<file path="config.mk">
export PLATFORM = sky130hd
export DESIGN_NAME = pem_ram
export DESIGN_NICKNAME = d
export VERILOG_FILES = /design/src/rtl/pem_ram.sv
export SDC_FILE = /design/constraint.sdc
export NUM_CORES = 1
export LEC_CHECK = 0
export ABC_CLOCK_PERIOD_IN_PS = 2500
export BUFFER_PORTS_ARGS = -buffer_cell sky130_fd_sc_hd__buf_2
export CORE_MARGIN = 3
export CORE_UTILIZATION = 60
export CTS_CLUSTER_SIZE = 25
export DETAILED_ROUTE_END_ITERATION = 12
export PLACE_DENSITY = 0.88
export SLEW_MARGIN = 20
export SYNTH_ARGS = -nofsm -noshare
export SYNTH_HDL_FRONTEND = slang
export SYNTH_SLANG_ARGS = --single-unit
</file>
<file path="constraint.sdc">
create_clock -name clock -period 2.5 [get_ports clock]
set_input_delay 0.375 -clock clock [delete_from_list [all_inputs] [get_ports clock]]
set_output_delay 0.375 -clock clock [all_outputs]
set_load 0.01 [all_outputs]
</file>
<file path="src/rtl/pem_ram.sv">
// ----------------------------------------------------------------------------
// pem_ram
// Simple dual-port synchronous RAM, one write and one registered read port.
// ----------------------------------------------------------------------------
module pem_ram #(
   parameter int WIDTH = 8,
   parameter int DEPTH = 16,
   parameter int AW    = (DEPTH > 1) ? $clog2(DEPTH) : 1
) (
   input  logic             clock,
   input  logic             we,
   input  logic [AW-1:0]    waddr,
   input  logic [WIDTH-1:0] wdata,
   input  logic             re,
   input  logic [AW-1:0]    raddr,
   output logic [WIDTH-1:0] rdata
);

   logic [WIDTH-1:0] mem [DEPTH];
   logic [WIDTH-1:0] rdata_ff;

   always_ff @(posedge clock) begin
      if (we) begin
         mem[waddr] <= wdata;
      end
   end

   always_ff @(posedge clock) begin
      if (re) begin
         rdata_ff <= mem[raddr];
      end
   end

   assign rdata = rdata_ff;

endmodule

</file>
==> results of run 1 <==
-- cells by family after synthesis --
kind of cell	count (synthesis)	share of synthesized area (%)
DFF	136	78.1
and+or+nand+nor	35	3.14
muxes	32	14.8
AOI/OAI and AO/OA	16	2.30
buffers and inverters	10	1.65
-- sequential cells by signal, summed over array words and instances, names as in the netlist --
| signal | flops |
|---|---|
| mem | 128 |
| rdata | 8 |
-- final timing paths --
path / to / cells after the start
worst min register to register: rdata[6]$_DFFE_PP_ / 3
worst max register to register: rdata[5]$_DFFE_PP_ / 3
worst min-delay path: rdata[2]$_DFFE_PP_ / 1
worst max-delay path: mem[1][6]$_DFFE_PP_ / 3
-- cells in the mapped netlist --
cell type	count
nand2_1	9
nand3_1	1
or3b_2	1
buf_2	3
a22oi_1	16
nor2_1	13
buf_6	3
mux4_1	14
and2_1	1
nand2b_1	2
nor2b_1	1
edfxtp_1	136
buf_4	1
nand3b_1	2
nor3_1	4
mux4_2	18
clkdlybuf4s25_2	3
and2b_1	1
-- power by group through the flow --
stage	Combinational, mW	Sequential (mW)	Clock (mW)
3_5_place_dp	0.236	2.63	0
6_report	0.238	2.58	2.45
2_1_floorplan	0.130	2.63	0
4_1_cts	0.239	2.59	2.48
3_3_place_gp	0.226	2.63	0
5_1_grt	0.258	2.59	2.57
-- cell usage in the layout (no fill, tap or decap), drive strengths merged --
master      n
edfxtp    136
buf        42
mux4       32
clkbuf     17
a22oi      16
nor2       13
nand2       9
clkinv      6
nor3        4
clkinvlp    4
bufinv      3
nand3b      2
nand2b      2
inv         2
nor2b       1
and2        1
and2b       1
nand3       1
or3b        1
-- worst max-delay path: stages --
cell and delay, ns:
buf_2 0.11, or3b_2 0.52, nor2_1 0.67
-- metrics by stage --
stage	setup slack, ns	instance area (sq um)	util (%)	hold WS (ns)
final	0.950	6140	73.6	0.230
after global routing	0.896	6140	73.6	0.213
after CTS	0.958	6140	73.6	0.216
after detailed placement	0.425	5550	66.5	0.733
after global placement	0.495	5550	66.5	0.727
after floorplan	0.632	5230	-	0.474
-- metal layers --
| layer | wire, microns | GRT usage (%) | up-vias |
|---|---|---|---|
| li1 | - | - | 1086 |
| met1 | 4210 | 30.8 | 1351 |
| met2 | 5300 | 36.3 | 152 |
| met3 | 793 | 7.08 | 26 |
| met4 | 310 | 11.7 | 0 |
| met5 | 0 | 0 | - |
-- final cells by class --
type,instances,area share (%)
clock buffer,17,6.75
clock inverter,15,2.85
sequential,136,66.5
multi-input combinational,83,17.2
tap,105,2.14
timing repair buffer,42,4.49
==> run metrics, run 1 <==
Final GP Congestion=0.778; final antenna diode count=0; Iter 0 DRT Violations=299; post-synthesis cell type with the largest combined area=edfxtp_1; number of setup violations in the final report=0; clock insertion delay at the later pin of the skew report=0.51 ns; Worst Path Class, Setup=in2reg; critical path fanouts, max=8; worst reg2reg startpoint=mem[1][5]$_DFFE_PP_; cts bufs inserted=17; headroom to the max-slew limit=43.7%; Hold Startpoint=re; clock root cell=clkbuf_8; result of the run=completed; proportion of total power due to net switching=20.6%; htree depth=4; sequential-to-total area share from yosys stat=78.1%; I/O pin total=27; number of standard cells in the layout, taps in and fillers out=398; TritonRoute pass-1 iters=5; # port buffers=26; RSZ-0062 raised after global routing=false; pin count of the biggest net entering global routing=33; area occupied by multi-input gates=1060 sq um; worst hold path type=in2reg; routed len/inst=26.7 microns; hold buffer count at cts=0; fraction of synthesized cell area taken by the top area cell type=78.1%; PwrDens=859 nW/um^2; summed negative setup slack over all endpoints=0 ns; launching element type of the critical path=input port; Crit path arrival time=1.68 ns; TritonCTS sink count=136; total of fill cells in the finished design=472; number of nets in the layout=299; all-layer global routing usage=23.5%; fin crit period=1.55 ns; leakage power of the design=2.08 nW; total power=5.27 mW; Max Buffers Root-to-Sink=2; Final Cycle Share=62.0%; post-route clock skew=0.0106 ns; Final HPWL DP=6400 microns; Final Hold Vio Count=0; clock share of power=46.4%; setup slack of the most critical reg-to-reg path=0.98 ns; number of global-route vias before repair=2700; Area Overhead vs Synth=17.4%; number of buffers inserted by post-CTS setup repair=0; post-synthesis cell count=229; CP Data Required Time=2.63 ns; Mapped Area=5230 sq um; max frequency=0.645 GHz; number of library cell types mapped by synthesis=18; Post-Syn Area per Cell=22.8 sq um; final number of max-transition violations=0; Worst setup EP type=flip-flop; Yosys warning count=0; core box area=8340 sq um; number of register bits inferred by synthesis=136; share of power burned in combinational logic=4.5%; cells taking the most area after synthesis=edfxtp_1, mux4_2, mux4_1; die boundary width=99.3 microns; antenna violations before repair=0; area enclosed by the die boundary=9870 sq um; height of the die=99.3 microns; slew of the pin with the lowest slew margin=0.841 ns; total length of routed wires=10600 microns; internal power=4.19 mW; overflow left after global routing=0; Residual DRC=0; Worst Setup SP=waddr[2]; first-pass GRT wire length=16000 microns; Post-Synthesis Net Count=248; power share of the sequential group=49.1%; total number of vias=2615; via density per instance=6.57; switching power=1.08 mW; # Max-Cap Violations=0; Max VDD drop=0.554 mV; layout cells sized above 1=31.7%; CTS tree=built; initial core utilization=62.7%; total of cells resized after clock tree synthesis=0; count of standard-cell rows=33; clock transition time at the flip-flop clock pins of the worst setup and hold paths=0.06 ns; register area=4080 sq um; dpl cells=366; Post-DRT Antenna Nets=0
(Power assumes the default switching activity.)
==> run 2, diff against run 1 <==
--- a/config.mk
+++ b/config.mk
@@ -5,7 +5,7 @@
 export SDC_FILE = /design/constraint.sdc
 export NUM_CORES = 1
 export LEC_CHECK = 0
-export ABC_CLOCK_PERIOD_IN_PS = 2500
+export ABC_CLOCK_PERIOD_IN_PS = 1450
 export BUFFER_PORTS_ARGS = -buffer_cell sky130_fd_sc_hd__buf_2
 export CORE_MARGIN = 3
 export CORE_UTILIZATION = 60
==> constraint.sdc (replaced) <==
create_clock -name clock -period 1.45 [get_ports clock]
set_input_delay 0.2175 -clock clock [delete_from_list [all_inputs] [get_ports clock]]
set_output_delay 0.2175 -clock clock [all_outputs]
set_load 0.01 [all_outputs]
==> run 2 against run 1 <==
The flow now finishes with violations (negative setup slack). Sequential power increased by 73%. Die area stayed put. Via count fell by 1.6%. Clock skew shrank 0.0030 ns. Final area grew 2.2%. Power is 75% higher. Clock-buffer cell count did not move. Cell count rose by 2.3%. Critical path depth stayed put. Register-to-register slack lost 0.99 ns. Combinational power up 95%. Global-route usage increased by 0.38 points. Critical path type is now reg2reg.
==> run metrics, run 2 (synthesized netlist as in run 1, its figures left out) <==
result of the run=finished, violations left; failing checks=negative setup slack; height of the die=99.3 microns (unchanged); Reg with most FFs=mem; Final Hold Vio Count=0 (unchanged); number of global-route vias before repair=2768 (+2.5%); Final HPWL DP=6360 microns (-0.61%); total of fill cells in the finished design=444 (-5.9%); final number of max-transition violations=0 (unchanged); max frequency=0.687 GHz; Residual DRC=0 (unchanged); fin crit period=1.46 ns; RSZ-0062 raised after global routing=true; Max VDD drop=1.25 mV (+120%); layout cells sized above 1=39.7% (+8.0 points); PwrDens=1470 nW/um^2 (+71%); TritonRoute pass-1 iters=5 (unchanged); final worst setup slack=-0.00560 ns (-0.955 ns); leakage power of the design=2.11 nW (+1.4%); number of nets in the layout=309 (+3.3%); Post-Place Cell Area=5640 sq um (+1.6%); antenna violations before repair=0 (unchanged); Worst Path Class, Setup=reg2reg; worst hold path type=in2reg; clock insertion delay at the later pin of the skew report=0.52 ns (about the same); max reg flops=128 (unchanged); total number of vias=2574 (-1.6%); area occupied by multi-input gates=1070 sq um (+1.2%); Worst setup EP type=flip-flop; count of standard-cell rows=33 (unchanged); critical path fanouts, max=1 (-7); most common cell after layout, fill and taps aside=edfxtp_1; pin count of the biggest net entering global routing=17 (-48%); area enclosed by the die boundary=9870 sq um (unchanged); I/O pin total=27 (unchanged); headroom to the max-slew limit=34.0% (-9.7 points); initial core utilization=62.7% (unchanged); all-layer global routing usage=23.8% (+0.38 points); hold slack=0.0883 ns (-0.142 ns); CP Data Required Time=1.71 ns (-0.92 ns); dpl cells=376 (+2.7%); Final Cycle Share=100%; number of standard cells in the layout, taps in and fillers out=407 (+2.3%); routed len/inst=26.2 microns (-1.9%); cts bufs inserted=17 (unchanged); CTS tree=built; # port buffers=26 (unchanged); register area=4080 sq um (unchanged); clock root cell=clkbuf_8; overflow left after global routing=0 (unchanged); post-route clock skew=0.00760 ns (-0.00298 ns); Post-DRT Antenna Nets=0 (unchanged); Final GP Congestion=0.759 (-2.5%); Area Overhead vs Synth=19.9%; commonest cells after routing, fill and taps aside=edfxtp_1, mux4_2, buf_2; first-pass GRT wire length=16500 microns (+3.2%); clock transition time at the flip-flop clock pins of the worst setup and hold paths=0.06 ns (about the same); post-route cell area=6270 sq um (+2.2%); # Max-Cap Violations=0 (unchanged); die boundary width=99.3 microns (unchanged); Crit path arrival time=1.72 ns (+0.04 ns); TritonCTS sink count=136 (unchanged); number of setup violations in the final report=1 (+1); total power=9.21 mW (+75%); Iter 0 DRT Violations=292 (-2.3%); Max Buffers Root-to-Sink=2 (unchanged); hold buffer count at cts=0 (unchanged); launching element type of the critical path=flip-flop; total length of routed wires=10700 microns (+0.37%); core box area=8340 sq um (unchanged); share of the core filled with cells in the final layout=75.2% (+1.6 points); htree depth=4 (unchanged); final antenna diode count=0 (unchanged); slew of the pin with the lowest slew margin=0.988 ns (+0.147 ns); via density per instance=6.32 (-3.7%)
[run 2: final timing paths]
path,startpoint,end,slack (ns),cells after the start
setup reg to reg,mem[3][7]$_DFFE_PP_,rdata[7]$_DFFE_PP_,-0.006,3
setup / recovery,mem[3][7]$_DFFE_PP_,rdata[7]$_DFFE_PP_,-0.006,3
hold / removal,wdata[2],mem[6][2]$_DFFE_PP_,0.09,1
hold reg to reg,mem[12][5]$_DFFE_PP_,rdata[5]$_DFFE_PP_,0.75,3
[run 2: cell type report]
cell class              instances  area share, %
flip-flops and latches        136           65.1
multi-input cells              83           17.1
clock buffers                  17           6.61
repair buffers                 52           6.19
clock inverters                14           2.91
well taps                     105           2.10
[run 2: worst max-delay path, stage by stage (launching register included)]
cell      delay (ns)
edfxtp_1        0.41
mux4_2          0.50
a22oi_2         0.21
nand2_1         0.08
[run 2: where the power goes]
part	internal [mW]	switching, mW
clock network	2.76	1.53
registers	4.43	0.0272
logic	0.207	0.256
total	7.40	1.81
[run 2: metal layers]
layer | vias up | part of all wire (%) | global-route usage [%]
li1 | 1091 | - | -
met1 | 1307 | 36 | 30.7
met2 | 151 | 52 | 38.9
met3 | 25 | 8.7 | 6.66
met4 | 0 | 2.7 | 9.77
met5 | - | 0 | 0
[run 2: metrics by stage]
stage	TNS [ns]	setup WS (ns)
2_1_floorplan	-1.04	-0.0336
3_3_place_gp	-1.92	-0.238
3_5_place_dp	-2.70	-0.268
4_1_cts	0	0.00739
5_1_grt	-0.0217	-0.0217
6_report	-0.00560	-0.00560
[run 2: what timing repair did]
item                       4_1_cts  5_1_grt
setup endpoints to repair        5        4
pin swaps                        0        2
buffers inserted                 0        0
gates resized for setup          7        5
==> run 3, diff against run 2 <==
--- a/config.mk
+++ b/config.mk
@@ -7,11 +7,14 @@
 export LEC_CHECK = 0
 export ABC_CLOCK_PERIOD_IN_PS = 1450
 export BUFFER_PORTS_ARGS = -buffer_cell sky130_fd_sc_hd__buf_2
+export CAP_MARGIN = 20
 export CORE_MARGIN = 3
 export CORE_UTILIZATION = 60
 export CTS_CLUSTER_SIZE = 25
 export DETAILED_ROUTE_END_ITERATION = 12
 export PLACE_DENSITY = 0.88
+export SETUP_SLACK_MARGIN = 0.15
+export SKIP_LAST_GASP = 1
 export SLEW_MARGIN = 20
 export SYNTH_ARGS = -nofsm -noshare
 export SYNTH_HDL_FRONTEND = slang
==> run 3 against run 2 <==
The run still ends with negative setup slack left. Routed wire length up 2.3%. Cell count down 0.25%. Sequential power about the same. Critical path depth unchanged. Non-clock buffer count down 2. Clock power up 4%. Clock skew up 0.0025 ns. Via count up 0.47%. Worst setup slack worse by 0.015 ns. Clock-buffer cell count up 1. Utilization up 0.65 points. Largest power group unchanged. Highest routed layer unchanged. Sequential share of layout area down 0.55 points.
==> run metrics, run 3 (synthesized netlist as in run 1, its figures left out) <==
cell family contributing the most delay on the critical path=multiplexers; Final GP Congestion=0.774 (+2.0%); post-route cell area=6320 sq um (+0.86%); final antenna diode count=0 (unchanged); max frequency=0.680 GHz (-1.1%); Max VDD drop=0.678 mV (-46%); PwrDens=1480 nW/um^2 (+0.91%); Final HPWL DP=6420 microns (+0.95%); antenna violations before repair=0 (unchanged); largest stage delay on the critical path=0.48 ns (-0.02 ns); number of cells on the critical path=3 (unchanged); post-route clock skew=0.0101 ns (+0.00249 ns); slowest stage cell, crit path=mux4_2; TritonRoute pass-1 iters=5 (unchanged); htree depth=4 (unchanged); hold buffer count at cts=0 (unchanged); final worst setup slack=-0.0211 ns (-0.0155 ns); height of the die=99.3 microns (unchanged); CTS tree=built; worst reg2reg endpoint=rdata[6]$_DFFE_PP_; Hold Startpoint=wdata[6]; count of buffering cells on the critical path with inverters included=0 (unchanged); met3 Resource Use GR=6.94% (+0.28 points); result of the run=finished, violations left; layout cells sized above 1=42.5% (+2.8 points); total length of routed wires=10900 microns (+2.3%); worst slack at placement=-0.299 ns (-0.0305 ns); path depth of the worst reg2reg path=3 (unchanged); TritonCTS sink count=136 (unchanged); number of buffers inserted by post-CTS setup repair=0 (unchanged); Crit path arrival time=1.72 ns (about the same); critical path fanouts, max=1 (unchanged); Reg with most FFs=mem; leakage power of the design=2.11 nW (about the same); Worst Path Class, Setup=reg2reg; most common cell after layout, fill and taps aside=edfxtp_1; Worst setup EP type=flip-flop; routed len/inst=26.8 microns (+2.5%); busiest metal layer after global routing=met2; pin count of the biggest net entering global routing=20 (+3); clock transition time at the flip-flop clock pins of the worst setup and hold paths=0.06 ns (about the same); met2 track demand over resource in global routing=35.5% (-3.4 points); ordered cell list for the critical path=mux4_2 -> a22oi_2 -> nand2_1; CP Data Required Time=1.70 ns (about the same); cts bufs inserted=17 (unchanged); setup slack of the most critical reg-to-reg path=-0.02 ns (-0.02 ns); worst reg2reg startpoint=mem[2][6]$_DFFE_PP_; Residual DRC=0 (unchanged); clock root cell=clkbuf_8; number of setup violations in the final report=3 (+2); RSZ-0062 raised after global routing=true; slew of the pin with the lowest slew margin=0.854 ns (-0.133 ns); met1 demand-to-capacity share in global routing=33.1% (+2.4 points); final number of max-transition violations=0 (unchanged); overflow left after global routing=0 (unchanged); # port buffers=26 (unchanged); Final Hold Vio Count=0 (unchanged); clock insertion delay at the later pin of the skew report=0.52 ns (about the same); total number of vias=2586 (+0.47%); fin crit period=1.47 ns (+0.0155 ns); launching element type of the critical path=flip-flop; Max Buffers Root-to-Sink=2 (unchanged); count of standard-cell rows=33 (unchanged); I/O pin total=27 (unchanged); commonest cells after routing, fill and taps aside=edfxtp_1, mux4_2, buf_2; core box area=8340 sq um (unchanged); number of stages on the worst hold path=1 (unchanged); all-layer global routing usage=24.0% (+0.20 points); summed negative setup slack over all endpoints=-0.0449 ns (-0.0393 ns); worst hold path type=in2reg; Area Overhead vs Synth=21.0%; # Max-Cap Violations=0 (unchanged); number of nets in the layout=307 (-0.65%); max reg flops=128 (unchanged); via density per instance=6.37 (+0.71%); headroom to the max-slew limit=42.9% (+8.9 points); area enclosed by the die boundary=9870 sq um (unchanged); Post-DRT Antenna Nets=0 (unchanged); Final Cycle Share=101% (+1.1 points); Post-Place Cell Area=5670 sq um (+0.55%); number of global-route vias before repair=2783 (+0.54%); initial core utilization=62.7% (unchanged); first-pass GRT wire length=16500 microns (-0.17%); Iter 0 DRT Violations=294 (+0.68%); Hold Crit Endpoint=mem[5][6]$_DFFE_PP_; failing checks=negative setup slack; die boundary width=99.3 microns (unchanged)
==> run 3: changes by cell type in the layout (fill, tap and decap cells not counted), moves of 3 or more <==
cell,change
mux4_2,+4
nor2_2,+3
nor2_1,-3
nor3_1,-3
buf_12,+3
buf_4,-5
mux4_1,-4
inv_6,+3
==> run 3: routing by layer <==
layer  share of wire (%)  wire, microns
met5                   0              0
met4                 3.2            352
met3                 9.2           1010
met2                  49           5340
met1                  38           4190
==> run 3: worst max path at each step <==
| stage | from | end | slack, ns |
|---|---|---|---|
| 6_report | mem[2][6]$_DFFE_PP_ | rdata[6]$_DFFE_PP_ | -0.02 |
| 5_1_grt | mem[9][5]$_DFFE_PP_ | rdata[5]$_DFFE_PP_ | -0.06 |
| 4_1_cts | mem[11][5]$_DFFE_PP_ | rdata[5]$_DFFE_PP_ | -0.03 |
| 3_5_place_dp | raddr[0] | rdata[5]$_DFFE_PP_ | -0.30 |
| 3_3_place_gp | raddr[0] | rdata[7]$_DFFE_PP_ | -0.27 |
| 2_1_floorplan | raddr[0] | rdata[1]$_DFFE_PP_ | 0.03 |
==> run 3: per-stage QoR <==
stage | hold slack, ns | utilization (%) | power [mW] | instances
2_1_floorplan | 0.316 | - | 4.79 | 229
3_3_place_gp | 0.597 | 68.0 | 4.96 | 374
4_1_cts | 0.0733 | 75.8 | 9.41 | 406
3_5_place_dp | 0.614 | 68.0 | 4.99 | 374
6_report | 0.0848 | 75.8 | 9.38 | 406
5_1_grt | 0.0807 | 75.8 | 9.61 | 406
==> run 3: report_power, final <==
part	switching, mW	total, mW	internal, mW	leakage (nW)
Combinational	0.261	0.470	0.209	0.583
Clock	1.64	4.45	2.81	0.296
Sequential	0.0298	4.46	4.43	1.24
Total	1.93	9.38	7.45	2.11
==> run 3: area by class of cell <==
| type | count | area [sq um] |
|---|---|---|
| Sequential cell | 136 | 4080 |
| Multi-Input combinational cell | 83 | 1080 |
| Fill cell | 442 | 2020 |
| Clock buffer | 18 | 418 |
| Clock inverter | 14 | 198 |
| Tap cell | 105 | 131 |
| Timing Repair Buffer | 50 | 417 |
==> run 3: worst reg2reg max path: stages (launching register included) <==
cell,delay [ns]
edfxtp_1,0.38
mux4_2,0.48
a22oi_2,0.23
nand2_1,0.12
==> run 3: repair_timing <==
action	4_1_cts	5_1_grt
resized for setup	9	0
endpoints found under the hold margin	0	0
gates cloned	0	0
endpoints found under the setup margin	9	9
pin swaps	4	2
